==> src/sv/bcgd_pkg.sv <==
// Package for the button click gesture detector: types, codes and reset values.
`timescale 1ns / 1ps
`default_nettype none

package bcgd_pkg;

  // Default number of buttons tracked
  localparam int unsigned NumButtonsDefault = 8;

  // Register reset values
  localparam logic [15:0] DebounceRst    = 16'd50;
  localparam logic [15:0] LongClickRst   = 16'd1000;
  localparam logic [15:0] DoubleClickRst = 16'd300;
  localparam logic [15:0] HoldRepeatRst  = 16'd200;
  localparam logic [7:0]  IdleMaskRst    = 8'hFF;

  // Configuration register indexes
  typedef enum logic [2:0] {
    REG_DEBOUNCE     = 3'd0,
    REG_LONG_CLICK   = 3'd1,
    REG_DOUBLE_CLICK = 3'd2,
    REG_HOLD_REPEAT  = 3'd3,
    REG_IDLE_MASK    = 3'd4
  } cfg_reg_e;

  // Per-button gesture phase, one-hot
  typedef enum logic [5:0] {
    PH_FREE      = 6'b000001,
    PH_DEBOUNCE  = 6'b000010,
    PH_PRESSED   = 6'b000100,
    PH_RELEASED  = 6'b001000,
    PH_LONG_HOLD = 6'b010000,
    PH_DOUBLE    = 6'b100000
  } phase_e;

  // Event codes on the result channel
  typedef enum logic [2:0] {
    EV_PRESSED = 3'd0,
    EV_CLICKED = 3'd1,
    EV_DOUBLE  = 3'd2,
    EV_LONG    = 3'd3,
    EV_HOLD    = 3'd4
  } event_e;

  // One entry of the button state memory
  typedef struct packed {
    phase_e      phase;
    logic [31:0] stamp;
  } entry_t;

endpackage

`default_nettype wire

==> src/sv/button_click_gesture_detector.sv <==
// Button click gesture detector: per-button debounce, click, double click, long press, hold.
// Path: an accepted poll is registered in stage 1, and its event then in the output register on out_valid_o.
// Throughput: one poll per cycle while out_stall_i does not hold a result; set by the read-modify-write of the
//   button state memory, kept at full rate by a bypass of the write-back into the next read of the same button.
// A stalled result stalls the input side only while stage 1 also holds a poll (stage 1 as buffer).
// Reset: registers return to their defaults and every button reads as free through
//   per-entry valid flags; no clearing pass, polls are taken right after reset.
`timescale 1ns / 1ps
`default_nettype none

module button_click_gesture_detector #(
  parameter int unsigned NUM_BUTTONS = bcgd_pkg::NumButtonsDefault
) (
  input  wire logic        clk_i,
  input  wire logic        rst_ni,
  // configuration write port
  input  wire logic        cfg_we_i,
  input  wire logic [2:0]  cfg_idx_i,
  input  wire logic [15:0] cfg_wdata_i,
  // poll request channel
  input  wire logic        in_valid_i,
  output logic             in_stall_o,
  input  wire logic [2:0]  button_index_i,
  input  wire logic        pin_level_i,
  input  wire logic [31:0] now_ms_i,
  // event request channel
  output logic             out_valid_o,
  input  wire logic        out_stall_i,
  output logic [2:0]       event_button_o,
  output logic [2:0]       event_kind_o
);

  import bcgd_pkg::*;

  localparam int unsigned AW = (NUM_BUTTONS > 1) ? $clog2(NUM_BUTTONS) : 1;

  // Configuration registers
  logic [15:0] debounce_q, long_click_q, double_click_q, hold_repeat_q;
  logic [7:0]  idle_mask_q;

  always_ff @(posedge clk_i or negedge rst_ni) begin
    if (!rst_ni) begin
      debounce_q     <= DebounceRst;
      long_click_q   <= LongClickRst;
      double_click_q <= DoubleClickRst;
      hold_repeat_q  <= HoldRepeatRst;
      idle_mask_q    <= IdleMaskRst;
    end else if (cfg_we_i) begin
      case (cfg_reg_e'(cfg_idx_i))
        REG_DEBOUNCE:     debounce_q     <= cfg_wdata_i;
        REG_LONG_CLICK:   long_click_q   <= cfg_wdata_i;
        REG_DOUBLE_CLICK: double_click_q <= cfg_wdata_i;
        REG_HOLD_REPEAT:  hold_repeat_q  <= cfg_wdata_i;
        REG_IDLE_MASK:    idle_mask_q    <= cfg_wdata_i[7:0];
        default: ;
      endcase
    end
  end

  // Handshake and stage control
  logic in_acc, s1_adv, s1_vld_q;
  logic [AW-1:0] in_addr;

  assign s1_adv     = !out_valid_o || !out_stall_i;
  assign in_stall_o = s1_vld_q && !s1_adv;
  assign in_acc     = in_valid_i && !in_stall_o;
  assign in_addr    = AW'(button_index_i);

  // Stage 1 request registers
  logic [2:0]    s1_btn_q;
  logic [AW-1:0] s1_addr_q;
  logic          s1_lvl_q, s1_ok_q;
  logic [31:0]   s1_now_q;

  // stage 1 loads whenever it is empty or moving on
  always_ff @(posedge clk_i or negedge rst_ni) begin
    if (!rst_ni) begin
      s1_vld_q <= 1'b0;
    end else if (!in_stall_o) begin
      s1_vld_q <= in_acc;
    end
  end

  always_ff @(posedge clk_i) begin
    if (in_acc) begin
      s1_btn_q  <= button_index_i;
      s1_addr_q <= in_addr;
      s1_lvl_q  <= pin_level_i;
      s1_now_q  <= now_ms_i;
      s1_ok_q   <= (32'(button_index_i) < NUM_BUTTONS);
    end
  end

  // State memory, valid flags and write-back bypass
  entry_t               mem_q [NUM_BUTTONS];
  logic [NUM_BUTTONS-1:0] ent_vld_q;
  entry_t               rd_q;
  logic                 rd_vld_q;
  logic                 wr_en;
  entry_t               wr_data;
  logic                 byp_vld_q;
  logic [AW-1:0]        byp_addr_q;
  entry_t               byp_data_q;

  always_ff @(posedge clk_i) begin
    if (wr_en) begin
      mem_q[s1_addr_q] <= wr_data;
    end
    if (in_acc) begin
      rd_q <= mem_q[in_addr];
    end
  end

  always_ff @(posedge clk_i or negedge rst_ni) begin
    if (!rst_ni) begin
      ent_vld_q <= '0;
      rd_vld_q  <= 1'b0;
      byp_vld_q <= 1'b0;
    end else begin
      if (wr_en) begin
        ent_vld_q[s1_addr_q] <= 1'b1;
      end
      if (in_acc) begin
        rd_vld_q <= ent_vld_q[in_addr];
      end
      // bypass covers a write landing on the same edge as the next read
      if (s1_adv) begin
        byp_vld_q <= wr_en;
      end
    end
  end

  always_ff @(posedge clk_i) begin
    if (s1_adv && wr_en) begin
      byp_addr_q <= s1_addr_q;
      byp_data_q <= wr_data;
    end
  end

  // Current entry: bypass first, then memory, invalid entries read as free
  entry_t cur;
  logic   pressed;
  logic [31:0] elapsed;
  logic   ev_vld;
  event_e ev;

  always_comb begin
    if (byp_vld_q && (byp_addr_q == s1_addr_q)) begin
      cur = byp_data_q;
    end else if (rd_vld_q) begin
      cur = rd_q;
    end else begin
      cur = '{phase: PH_FREE, stamp: 32'd0};
    end
  end

  assign pressed = (s1_lvl_q != idle_mask_q[s1_btn_q]);
  assign elapsed = s1_now_q - cur.stamp;
  assign wr_en   = s1_vld_q && s1_ok_q && s1_adv;

  // Phase update
  always_comb begin
    wr_data = cur;
    ev_vld  = 1'b0;
    ev      = EV_PRESSED;
    case (cur.phase)
      PH_DEBOUNCE: begin
        if (pressed) begin
          if (elapsed > 32'(debounce_q)) begin
            wr_data = '{phase: PH_PRESSED, stamp: s1_now_q};
            ev_vld  = 1'b1;
            ev      = EV_PRESSED;
          end
        end else begin
          wr_data = '{phase: PH_FREE, stamp: 32'd0};
        end
      end
      PH_PRESSED: begin
        if (pressed) begin
          if (elapsed > 32'(long_click_q)) begin
            wr_data = '{phase: PH_LONG_HOLD, stamp: s1_now_q};
            ev_vld  = 1'b1;
            ev      = EV_LONG;
          end
        end else if (elapsed > 32'(debounce_q)) begin
          wr_data = '{phase: PH_RELEASED, stamp: s1_now_q};
        end
      end
      PH_RELEASED: begin
        if (pressed) begin
          // second press only inside the double click window
          if (elapsed > 32'(debounce_q) && elapsed < 32'(double_click_q)) begin
            wr_data = '{phase: PH_DOUBLE, stamp: s1_now_q};
          end
        end else if (elapsed > 32'(double_click_q)) begin
          wr_data = '{phase: PH_FREE, stamp: 32'd0};
          ev_vld  = 1'b1;
          ev      = EV_CLICKED;
        end
      end
      PH_LONG_HOLD: begin
        if (pressed) begin
          if (elapsed > 32'(hold_repeat_q)) begin
            wr_data.stamp = s1_now_q;
            ev_vld        = 1'b1;
            ev            = EV_HOLD;
          end
        end else if (elapsed > 32'(debounce_q)) begin
          wr_data = '{phase: PH_FREE, stamp: 32'd0};
        end
      end
      PH_DOUBLE: begin
        if (!pressed && elapsed > 32'(debounce_q)) begin
          wr_data = '{phase: PH_FREE, stamp: 32'd0};
          ev_vld  = 1'b1;
          ev      = EV_DOUBLE;
        end
      end
      default: begin
        // free and any unknown code
        if (pressed) begin
          wr_data = '{phase: PH_DEBOUNCE, stamp: s1_now_q};
        end else begin
          wr_data = '{phase: PH_FREE, stamp: 32'd0};
        end
      end
    endcase
  end

  // Output register
  logic out_vld_q;
  logic [2:0] out_btn_q, out_kind_q;

  always_ff @(posedge clk_i or negedge rst_ni) begin
    if (!rst_ni) begin
      out_vld_q <= 1'b0;
    end else if (s1_adv) begin
      out_vld_q <= s1_vld_q && s1_ok_q && ev_vld;
    end
  end

  always_ff @(posedge clk_i) begin
    if (s1_adv && s1_vld_q) begin
      out_btn_q  <= s1_btn_q;
      out_kind_q <= ev;
    end
  end

  assign out_valid_o    = out_vld_q;
  assign event_button_o = out_btn_q;
  assign event_kind_o   = out_kind_q;

endmodule

`default_nettype wire
==> config.mk <==
export PLATFORM = sky130hd
export DESIGN_NAME = button_click_gesture_detector
export DESIGN_NICKNAME = d
export VERILOG_FILES = /design/src/sv/bcgd_pkg.sv /design/src/sv/button_click_gesture_detector.sv
export SDC_FILE = /design/constraint.sdc
export NUM_CORES = 1
export LEC_CHECK = 0
export ABC_AREA = 1
export BUFFER_PORTS_ARGS = -buffer_cell sky130_fd_sc_hd__buf_2
export CORE_MARGIN = 1.5
export CORE_UTILIZATION = 50
export DETAILED_ROUTE_END_ITERATION = 8
export GPL_TIMING_DRIVEN = 0
export PLACE_DENSITY = 0.75
export SYNTH_ARGS = -nofsm -noshare
export SYNTH_HDL_FRONTEND = slang
export SYNTH_SLANG_ARGS = --single-unit
export TNS_END_PERCENT = 10
==> constraint.sdc <==
create_clock -name clk_i -period 14.6 [get_ports clk_i]
set_input_delay 1.46 -clock clk_i [delete_from_list [all_inputs] [get_ports clk_i]]
set_output_delay 1.46 -clock clk_i [all_outputs]
set_load 0.01 [all_outputs]
==> results of run 1 <==
synth_stat cells, drive strengths merged, types with 4 or more instances:
master  number  area, um^2
nand4       60         390
clkbuf      90         338
or2          7        43.8
nor3         8        61.3
ha          95        1190
o21ai      331        1680
edfxtp     422       12700
nand3b       8        60.1
nor2       375        1480
a21oi       90         454
o211ai       4        30.0
a31oi       41         257
dfstp       24         631
buf         29         178
dfrtp       60        1500
a22oi        6        45.0
nand3      138         751
o22ai       40         250
inv        307        1150
nand2      672        2540
xor2        15         139
metrics by stage:
stage,setup WS [ns],util
2_1_floorplan,6.57,-
3_3_place_gp,2.62,0.529
3_5_place_dp,6.05,0.537
4_1_cts,6.02,0.568
5_1_grt,5.47,0.568
6_report,5.99,0.568
state kept, by name, indices dropped and copies added, names as in the netlist:
register / count
idle_mask_q: 8
byp_vld_q: 1
long_click_q: 16
s1_lvl_q: 1
event_kind_o: 3
hold_repeat_q: 16
s1_addr_q: 3
rd_q: 38
rd_vld_q: 1
s1_vld_q: 1
byp_data_q: 38
out_valid_o: 1
s1_now_q: 32
debounce_q: 16
byp_addr_q: 3
double_click_q: 16
mem_q: 304
ent_vld_q: 8
where the power goes:
group / switching (uW) / leakage [uW] / internal [uW]
Combinational: 692 / 0.00652 / 299
Sequential: 50.6 / 0.00495 / 1740
Clock: 570 / 0.000786 / 688
worst register-to-register path, stage by stage (launching register included):
cell and delay, ns:
edfxtp_1 0.51, inv_2 0.20, nand2_1 0.07, nand2_1 0.12
nor2_4 0.06, nand2_2 0.08, buf_6 0.15, buf_6 0.16
clkbuf_1 0.36, clkbuf_1 0.42, o21ai_0 0.38, ha_1 0.49
nand2_1 0.12, nor2_1 0.29, nand3_1 0.13, nand3b_1 0.23
xor2_1 0.52, ha_1 0.21, nand2_1 0.06, nor2_1 0.12
nand4_1 0.19, o41ai_2 1.13, nand3_2 0.48, clkbuf_1 0.44
o21ai_1 0.23, o31ai_1 0.08, o21ai_0 1.00
cell families after synthesis:
group,Yosys count
XOR/XNOR,15
buffers and inverters,429
AND/OR/NAND/NOR,1270
adder cells (fa/ha/maj),96
flip-flops,506
AO/OA/AOI/OAI,527
cell type report:
cell class	count	area, um^2
clock buffer	61	1310
clock inverter	33	298
fill	4410	22200
inverter	310	1170
multi-input combinational	1908	9610
buffer	119	515
sequential	506	14800
tap	680	851
timing repair buffer	87	634
routing by layer:
metal	wire length [um]	GRT usage
met5	13	0
met4	2870	0.119
met3	5860	0.0423
met2	36900	0.487
met1	30200	0.359
worst max-delay path by stage:
stage	startpoint	slack [ns]	cells after the start	end
floorplan	out_stall_i	6.57	6	ent_vld_q[2]
global placement	out_stall_i	2.62	7	ent_vld_q[6]
detailed placement	s1_addr_q[2]	6.05	29	mem_q[6][35]
CTS	s1_addr_q[2]	6.02	29	mem_q[1][35]
global route	s1_addr_q[1]	5.47	28	mem_q[3][35]
finish	s1_addr_q[1]	5.99	26	mem_q[3][35]
==> results.json, run 1 <==
{
  "period_share": 0.589,
  "yosys_most_used_dff": "edfxtp_1",
  "first_pass_iters": 6,
  "endpoint_kind": "register",
  "hold_class": "register to register",
  "globalplace.congestion": 0.938,
  "synth_cell_types": 55,
  "synth_top_family_by_area": "simple AND/OR/NAND/NOR gates",
  "areaGrowthSynthToFinish_pct": 12.2,
  "power.density_nw_per_um2": 138,
  "cts_max_level": 2,
  "final_area_um2": 29200,
  "yosysWarningCount": 0,
  "ant_nets": 0,
  "mostFrequentLayoutCell": "nand2_1",
  "synthArstFlopShare": 0.166,
  "numCtsBuffers": 51,
  "power_leakage_uw": 0.0123,
  "hpwl_um": 56500,
  "viasPerCell": 5.70,
  "synth_nets": 2999,
  "synthCells": 2843,
  "tns_ns": 0,
  "peakVddDrop_uv": 93.5,
  "hold_buffers": 0,
  "dieWidth_um": 231,
  "track_usage": 0.284,
  "synth-xor-area-share": 0.00534,
  "fin_cells": 3704,
  "avgSynthCellArea_um2": 9.16,
  "drive_gt1_frac": 0.0929,
  "ff2ff_setup_slack_ns": 5.99,
  "postCtsSetupBuffers": 0,
  "num_vias": 21100,
  "tightest_slew_ns": 1.30,
  "die_area_um2": 53400,
  "synthMuxAreaShare": 0,
  "numPlacedInstances": 3610,
  "cp_common_cell": "nand2_1",
  "rsz0062_at_grt": "false",
  "synth_compound_area_frac": 0.109,
  "seq_area_frac_synth": 0.569,
  "post_cts_resized": 0,
  "cts.path.max_buffers": 3,
  "boundaryPins": 68,
  "grt_pass1_vias": 20800,
  "reg2reg_to": "mem_q[3][35]",
  "criticalPathCategory": "register to register",
  "synthAdderAreaFrac": 0.0464,
  "row_count": 83,
  "max_stage_delay_ns": 1.13,
  "die_h_um": 231,
  "cpMaxStageDelayCell": "o41ai_2",
  "grt_pass1_wl_um": 115000,
  "cp_max_fo": 10,
  "wire_per_inst_um": 20.5,
  "grt-ovfl-total": 0,
  "min_from": "ent_vld_q[2]",
  "drc_errors": 0,
  "maxCapViolCount": 0,
  "syn_area_um2": 26000,
  "hold_depth": 1,
  "fin_crit_ns": 8.61,
  "initial_utilization": 0.506,
  "crit_required_ns": 14.83,
  "max_slew_margin": 0.125,
  "synth_enable_flop_cells": 422,
  "critPathLaunchType": "register",
  "clk_pin_slew_ns": 0.06,
  "yosys.area_share.simple": 0.205,
  "cts-root-buf": "clkbuf_16",
  "core_area_um2": 51400,
  "place_area_um2": 27600,
  "crit_family": "compound AO/OA/AOI/OAI gates",
  "skew_ns": 0.0454,
  "clock_latency_ns": 0.63,
  "outcome": "complete, no violations",
  "cts.sinks": 506,
  "cts_tree": "yes",
  "finalSetupViolCount": 0,
  "final_cell_mix": "663 x nand2_1, 422 x edfxtp_1, 357 x nor2_1, 304 x o21ai_0, 295 x inv_1",
  "finalHoldViolations": 0,
  "antenna_found_initial": 1,
  "routed_wl_um": 75800,
  "layout.nets": 3139,
  "fmax_ghz": 0.116,
  "cp.buffers_inverters": 6,
  "numPortBuffers": 67,
  "grt_max_degree": 75,
  "reg2reg_from": "s1_addr_q[1]",
  "synth_seq_cells": 506,
  "total_power_uw": 4040,
  "ff2ff_path_depth": 26,
  "drt_first_iter_violations": 2404,
  "timing.final.max_slew_violations": 0,
  "hold_ws_ns": 0.466,
  "antenna_cells": 0,
  "arrival_ns": 8.83,
  "holdPathEnd": "ent_vld_q[2]"
}
Power figures use the tool's default switching activity.
==> inputs of run 2 (changes only) <==
--- a/config.mk
+++ b/config.mk
@@ -11,7 +11,7 @@
 export CORE_UTILIZATION = 50
 export DETAILED_ROUTE_END_ITERATION = 8
 export GPL_TIMING_DRIVEN = 0
-export PLACE_DENSITY = 0.75
+export PLACE_DENSITY = 0.78
 export SYNTH_ARGS = -nofsm -noshare
 export SYNTH_HDL_FRONTEND = slang
 export SYNTH_SLANG_ARGS = --single-unit
==> constraint.sdc (replaced) <==
create_clock -name clk_i -period 7.65 [get_ports clk_i]
set_input_delay 0.765 -clock clk_i [delete_from_list [all_inputs] [get_ports clk_i]]
set_output_delay 0.765 -clock clk_i [all_outputs]
set_load 0.01 [all_outputs]
==> run 2 against run 1 <==
  * Maximum frequency rose by 17%
  * Sequential share of layout area fell by 0.23 points
  * Worst setup slack got worse by 5.7 ns
  * Core utilization rose by 0.26 points
  * Clock power rose by 95%
  * Non-clock buffer count rose by 5
  * Final cell count barely moved
  * Critical path type unchanged
==> results.json, run 2 (synthesized netlist as in run 1, its figures left out) <==
{
  "outcome": "complete, no violations",
  "clk_pin_slew_ns": 0.06,
  "drc_errors": 0,
  "cts.sinks": 506,
  "num_vias": 20800,
  "final_area_um2": 29300,
  "power_leakage_uw": 0.0123,
  "reg2reg_from": "s1_addr_q[1]",
  "clock_latency_ns": 0.61,
  "dieWidth_um": 231,
  "cpMaxStageDelayCell": "nand4_1",
  "cp_max_fo": 10,
  "numCtsBuffers": 49,
  "cp_common_cell": "nand2_1",
  "grt_max_degree": 72,
  "crit_path_end": "mem_q[1][0]",
  "critPathLaunchType": "register",
  "core_area_um2": 51400,
  "layout.nets": 3142,
  "skew_ns": 0.0251,
  "finalHoldViolations": 0,
  "cts_tree": "yes",
  "cts_max_level": 2,
  "critPathLaunch": "s1_addr_q[1]",
  "numPortBuffers": 67,
  "globalplace.congestion": 0.981,
  "finalSetupViolCount": 0,
  "boundaryPins": 68,
  "top_usage_layer": "met2",
  "crit_required_ns": 7.77,
  "tightest_slew_ns": 0.961,
  "reg2reg_to": "mem_q[1][0]",
  "track_usage": 0.264,
  "drt_first_iter_violations": 2210,
  "maxCapViolCount": 0,
  "fmax_ghz": 0.136,
  "cts.path.max_buffers": 3,
  "antenna_found_initial": 2,
  "grt_use_met1": 0.327,
  "endpoint_kind": "register",
  "hpwl_um": 52500,
  "routed_wl_um": 70700,
  "die_h_um": 231,
  "drive_gt1_frac": 0.0978,
  "ff2ff_path_depth": 33,
  "timing.final.max_slew_violations": 0,
  "wire_per_inst_um": 19.1,
  "cts-root-buf": "clkbuf_16",
  "viasPerCell": 5.60,
  "initial_utilization": 0.506,
  "hold_class": "input pin to asynchronous set/reset pin",
  "period_share": 0.959,
  "areaGrowthSynthToFinish_pct": 12.7,
  "max_stage_delay_ns": 0.57,
  "criticalPathCategory": "register to register",
  "place_area_um2": 27600,
  "ant_nets": 0,
  "row_count": 83,
  "antenna_cells": 0,
  "grt_pass1_vias": 20100,
  "gr-usage-met3": 0.0420,
  "grt_pass1_wl_um": 109000,
  "arrival_ns": 7.45,
  "peakVddDrop_uv": 184,
  "first_pass_iters": 5,
  "total_power_uw": 7780,
  "grt_util_met2": 0.457,
  "grt-ovfl-total": 0,
  "die_area_um2": 53400,
  "largest_reg_flops": 304,
  "power.density_nw_per_um2": 265,
  "hold_buffers": 0,
  "ff2ff_setup_slack_ns": 0.31,
  "rsz0062_at_grt": "true",
  "regMostFlops": "mem_q",
  "fin_crit_ns": 7.34,
  "reg_top3": "mem_q x304, byp_data_q x38, rd_q x38",
  "max_slew_margin": 0.354,
  "mostFrequentLayoutCell": "nand2_1",
  "final_cell_mix": "663 x nand2_1, 422 x edfxtp_1, 357 x nor2_1, 295 x inv_1, 293 x o21ai_0"
}
run 2: cell count changes in the layout (fill, tap and decap cells not counted), sizes merged:
cell | previous run | this run
bufinv | 2 | 5
buf | 116 | 120
clkinvlp | 3 | 6
clkinv | 27 | 20
inv | 311 | 310
run 2: stage by stage:
stage	hold WS (ns)	TNS, ns	std cells	util	setup WS (ns)
after floorplan	0.428	0	2843	-	0.315
after global placement	0.443	-282.76	3590	0.529	-3.54
after detailed placement	0.451	-36.25	3609	0.537	-0.756
after CTS	0.120	0	3701	0.569	0.0706
after global routing	0.149	-0.445	3706	0.571	-0.0373
final	0.125	0	3706	0.571	0.314
run 2: critical path, delay by kind of cell (launching register included):
kind,cells,cell delay (ns)
compound gates,4,0.73
xor+xnor,1,0.50
fa+ha+maj,2,0.73
buf+inv,9,2.00
flops,1,0.51
simple gates,17,2.34
run 2: repair_timing:
action	4_1_cts	5_1_grt
resized for setup	7	22
pin swaps	2	4
setup endpoints to repair	270	315
setup buffers	1	5
run 2: worst min-delay path by stage:
stage	startpoint	to	slack [ns]	cells past startpoint
5_1_grt	rst_ni	out_valid_o	0.15	1
3_5_place_dp	ent_vld_q[4]	ent_vld_q[4]	0.45	1
3_3_place_gp	ent_vld_q[5]	ent_vld_q[5]	0.44	2
6_report	rst_ni	debounce_q[11]	0.12	1
4_1_cts	rst_ni	s1_vld_q	0.12	1
2_1_floorplan	ent_vld_q[7]	ent_vld_q[7]	0.43	2
run 2: power by group:
part           switching, uW  internal (uW)
logic                   1310            600
clock network           1070           1390
registers               91.7           3320
total                   2470           5310
run 2: area by class of cell:
cell class	instances	area [um^2]
clock inverter	31	334
fill	4291	22100
sequential	506	14800
clock buffer	60	1300
inverter	310	1170
tap	680	851
timing repair buffer	92	698
buffer	119	523
multi-input combinational	1908	9660
run 2: routing by layer:
metal	vias to the layer above	wire length [um]
met3	190	5860
met4	0	3000
met1	9743	27600
met5	-	0
met2	901	34300
li1	9916	-
==> inputs of run 3 (changes only) <==
--- a/config.mk
+++ b/config.mk
@@ -5,7 +5,6 @@
 export SDC_FILE = /design/constraint.sdc
 export NUM_CORES = 1
 export LEC_CHECK = 0
-export ABC_AREA = 1
 export BUFFER_PORTS_ARGS = -buffer_cell sky130_fd_sc_hd__buf_2
 export CORE_MARGIN = 1.5
 export CORE_UTILIZATION = 50
==> run 3 against run 2 <==
  * Core utilization grew 1.2 points
  * Critical path type unchanged
  * Synthesized cell count decreased by 46%
  * Non-clock buffer count down 55
==> results.json, run 3 <==
{
  "synth_top_area_cell": "edfxtp_1",
  "ff2ff_path_depth": 31,
  "clk_pin_slew_ns": 0.06,
  "cts_max_level": 2,
  "synthArstFlopShare": 0.166,
  "peakVddDrop_uv": 186,
  "outcome": "complete, no violations",
  "power_leakage_uw": 0.00963,
  "seq_area_um2": 14800,
  "synth_commonest_cells": "422 x edfxtp_1, 103 x nand2_1, 95 x ha_1",
  "drive_gt1_frac": 0.267,
  "maxCapViolCount": 0,
  "synth_enable_flop_cells": 422,
  "tightest_slew_ns": 1.36,
  "tns_ns": 0,
  "drt_first_iter_violations": 1527,
  "die_h_um": 219,
  "cp.buffers_inverters": 5,
  "num_vias": 14300,
  "cp_max_fo": 10,
  "fillCellCount": 3367,
  "synth_most_common_cell": "edfxtp_1",
  "dieWidth_um": 219,
  "hpwl_um": 38500,
  "yosysWarningCount": 0,
  "ant_nets": 0,
  "regMostFlops": "mem_q",
  "core_area_um2": 45700,
  "yosys_most_used_dff": "edfxtp_1",
  "wire_per_inst_um": 24.5,
  "fin_crit_ns": 7.30,
  "yosys.area_share.simple": 0.0677,
  "finalSetupViolCount": 0,
  "synth_seq_cells": 506,
  "boundaryPins": 68,
  "endpoint_kind": "register",
  "crit_path_end": "mem_q[4][11]",
  "antenna_found_initial": 0,
  "routed_wl_um": 56800,
  "synth-xor-area-share": 0.00904,
  "fin_cells": 2314,
  "synth_compound_area_frac": 0.0934,
  "numPortBuffers": 67,
  "crit_family": "compound AO/OA/AOI/OAI gates",
  "mostFrequentLayoutCell": "edfxtp_1",
  "largest_reg_flops": 304,
  "track_usage": 0.243,
  "areaGrowthSynthToFinish_pct": 14.5,
  "grt_max_degree": 70,
  "period_share": 0.954,
  "synth_top_area_share": 0.545,
  "hold_ws_ns": 0.0480,
  "cp.depth": 31,
  "numCtsBuffers": 51,
  "row_count": 78,
  "first_pass_iters": 5,
  "reg2reg_from": "s1_addr_q[0]",
  "globalplace.congestion": 0.931,
  "reg2reg_to": "mem_q[4][11]",
  "die_area_um2": 47800,
  "synthAdderAreaFrac": 0.0520,
  "ff2ff_setup_slack_ns": 0.35,
  "criticalPathCategory": "register to register",
  "cpMaxStageDelayCell": "o2bb2ai_2",
  "syn_area_um2": 23300,
  "power.density_nw_per_um2": 284,
  "cts-root-buf": "clkbuf_16",
  "skew_ns": 0.0244,
  "max_stage_delay_ns": 0.44,
  "numPlacedInstances": 2215,
  "grt_pass1_wl_um": 86400,
  "critPathLaunch": "s1_addr_q[0]",
  "reg_top3": "mem_q x304, byp_data_q x38, rd_q x38",
  "viasPerCell": 6.17,
  "avgSynthCellArea_um2": 15.2,
  "finalHoldViolations": 0,
  "arrival_ns": 7.62,
  "timing.final.max_slew_violations": 0,
  "drc_errors": 0,
  "synthMuxAreaShare": 0.113,
  "cts.path.max_buffers": 3,
  "seq_area_frac_synth": 0.637,
  "synthCells": 1531,
  "layout.nets": 1829,
  "cts.sinks": 506,
  "synth_nets": 1687,
  "grt-ovfl-total": 0,
  "multiInputGateArea_um2": 7980,
  "fmax_ghz": 0.137,
  "cp_common_cell": "a21oi_1",
  "synth_top_family_by_area": "multiplexers",
  "initial_utilization": 0.509,
  "critPathLaunchType": "register",
  "hold_buffers": 0,
  "clock_latency_ns": 0.60,
  "final_cell_mix": "422 x edfxtp_1, 103 x nand2_1, 95 x ha_1, 80 x mux4_2, 79 x a21oi_1",
  "cts_tree": "yes",
  "synth_cell_types": 85,
  "max_slew_margin": 0.0885,
  "crit_required_ns": 7.98,
  "grt_pass1_vias": 14500,
  "hold_class": "input pin to asynchronous set/reset pin",
  "synth_area_leaders": "edfxtp_1 54%, mux4_2 7.7%, dfrtp_1 6.5%, ha_1 5.1%, mux2_2 3.3%",
  "antenna_cells": 0
}
==> run 3: changes by cell type in the layout (fill, tap and decap cells not counted), moves of 41 or more <==
cell / delta
inv_1: -217
mux2_2: +68
mux4_2: +80
nand2_1: -560
nand3_1: -109
nand4_1: -41
nor2_1: -322
o21ai_0: -219
==> run 3: metrics by stage <==
stage          cell area, um^2  setup WS, ns  power (uW)  utilization
2_1_floorplan            23300          1.38        4480            -
4_1_cts                  26500        0.0226        7530        0.580
6_report                 26600         0.353        7550        0.583
3_3_place_gp             24300         -1.42        4890        0.533
5_1_grt                  26600       -0.0820        7870        0.583
3_5_place_dp             24700        -0.957        4970        0.541
==> run 3: where the power goes <==
part	leakage, uW	switching (uW)	internal (uW)
clock	0.000815	1050	1490
combinational	0.00388	998	634
sequential	0.00494	76.1	3300
==> run 3: layout make-up <==
cell class,instances,area share
multi-input cells,879,0.300
well taps,600,0.0282
repair buffers,89,0.0260
flip-flops and latches,506,0.556
inverters,79,0.0112
clock inverters,26,0.0114
plain buffers,67,0.0145
clock buffers,68,0.0527
==> run 3: worst min-delay path by stage <==
stage | startpoint | to
2_1_floorplan | s1_addr_q[0] | byp_addr_q[0]
3_3_place_gp | s1_addr_q[1] | byp_addr_q[1]
3_5_place_dp | ent_vld_q[2] | ent_vld_q[2]
4_1_cts | rst_ni | byp_vld_q
5_1_grt | rst_ni | byp_vld_q
6_report | rst_ni | byp_vld_q
==> run 3: repair_timing <==
action                     4_1_cts  5_1_grt
pin swaps                        1        1
gates resized for setup         11       18
setup endpoints to repair      333      339
setup buffers                    2        3
==> run 3: routing by layer <==
layer,track usage,wire (um)
met5,0,0
met4,0.0849,1790
met2,0.409,28100
met3,0.0372,4290
met1,0.321,22700
==> run 3: logic make-up after synthesis <==
group,count (synthesis)
xor gates and xnor gates,24
DFF,506
buffers and inverters,146
AOI/OAI and AO/OA,303
adders and majority gates,96
muxes,154
and+or+nand+nor,302
==> run 3: worst register-to-register path: cells and delay by family (launching register included) <==
family / cells / cell delay, ns
xor+xnor: 2 / 0.47
fa+ha+maj: 2 / 0.68
compound gates: 15 / 3.16
flops: 1 / 0.42
simple gates: 7 / 1.24
buf+inv: 5 / 1.05
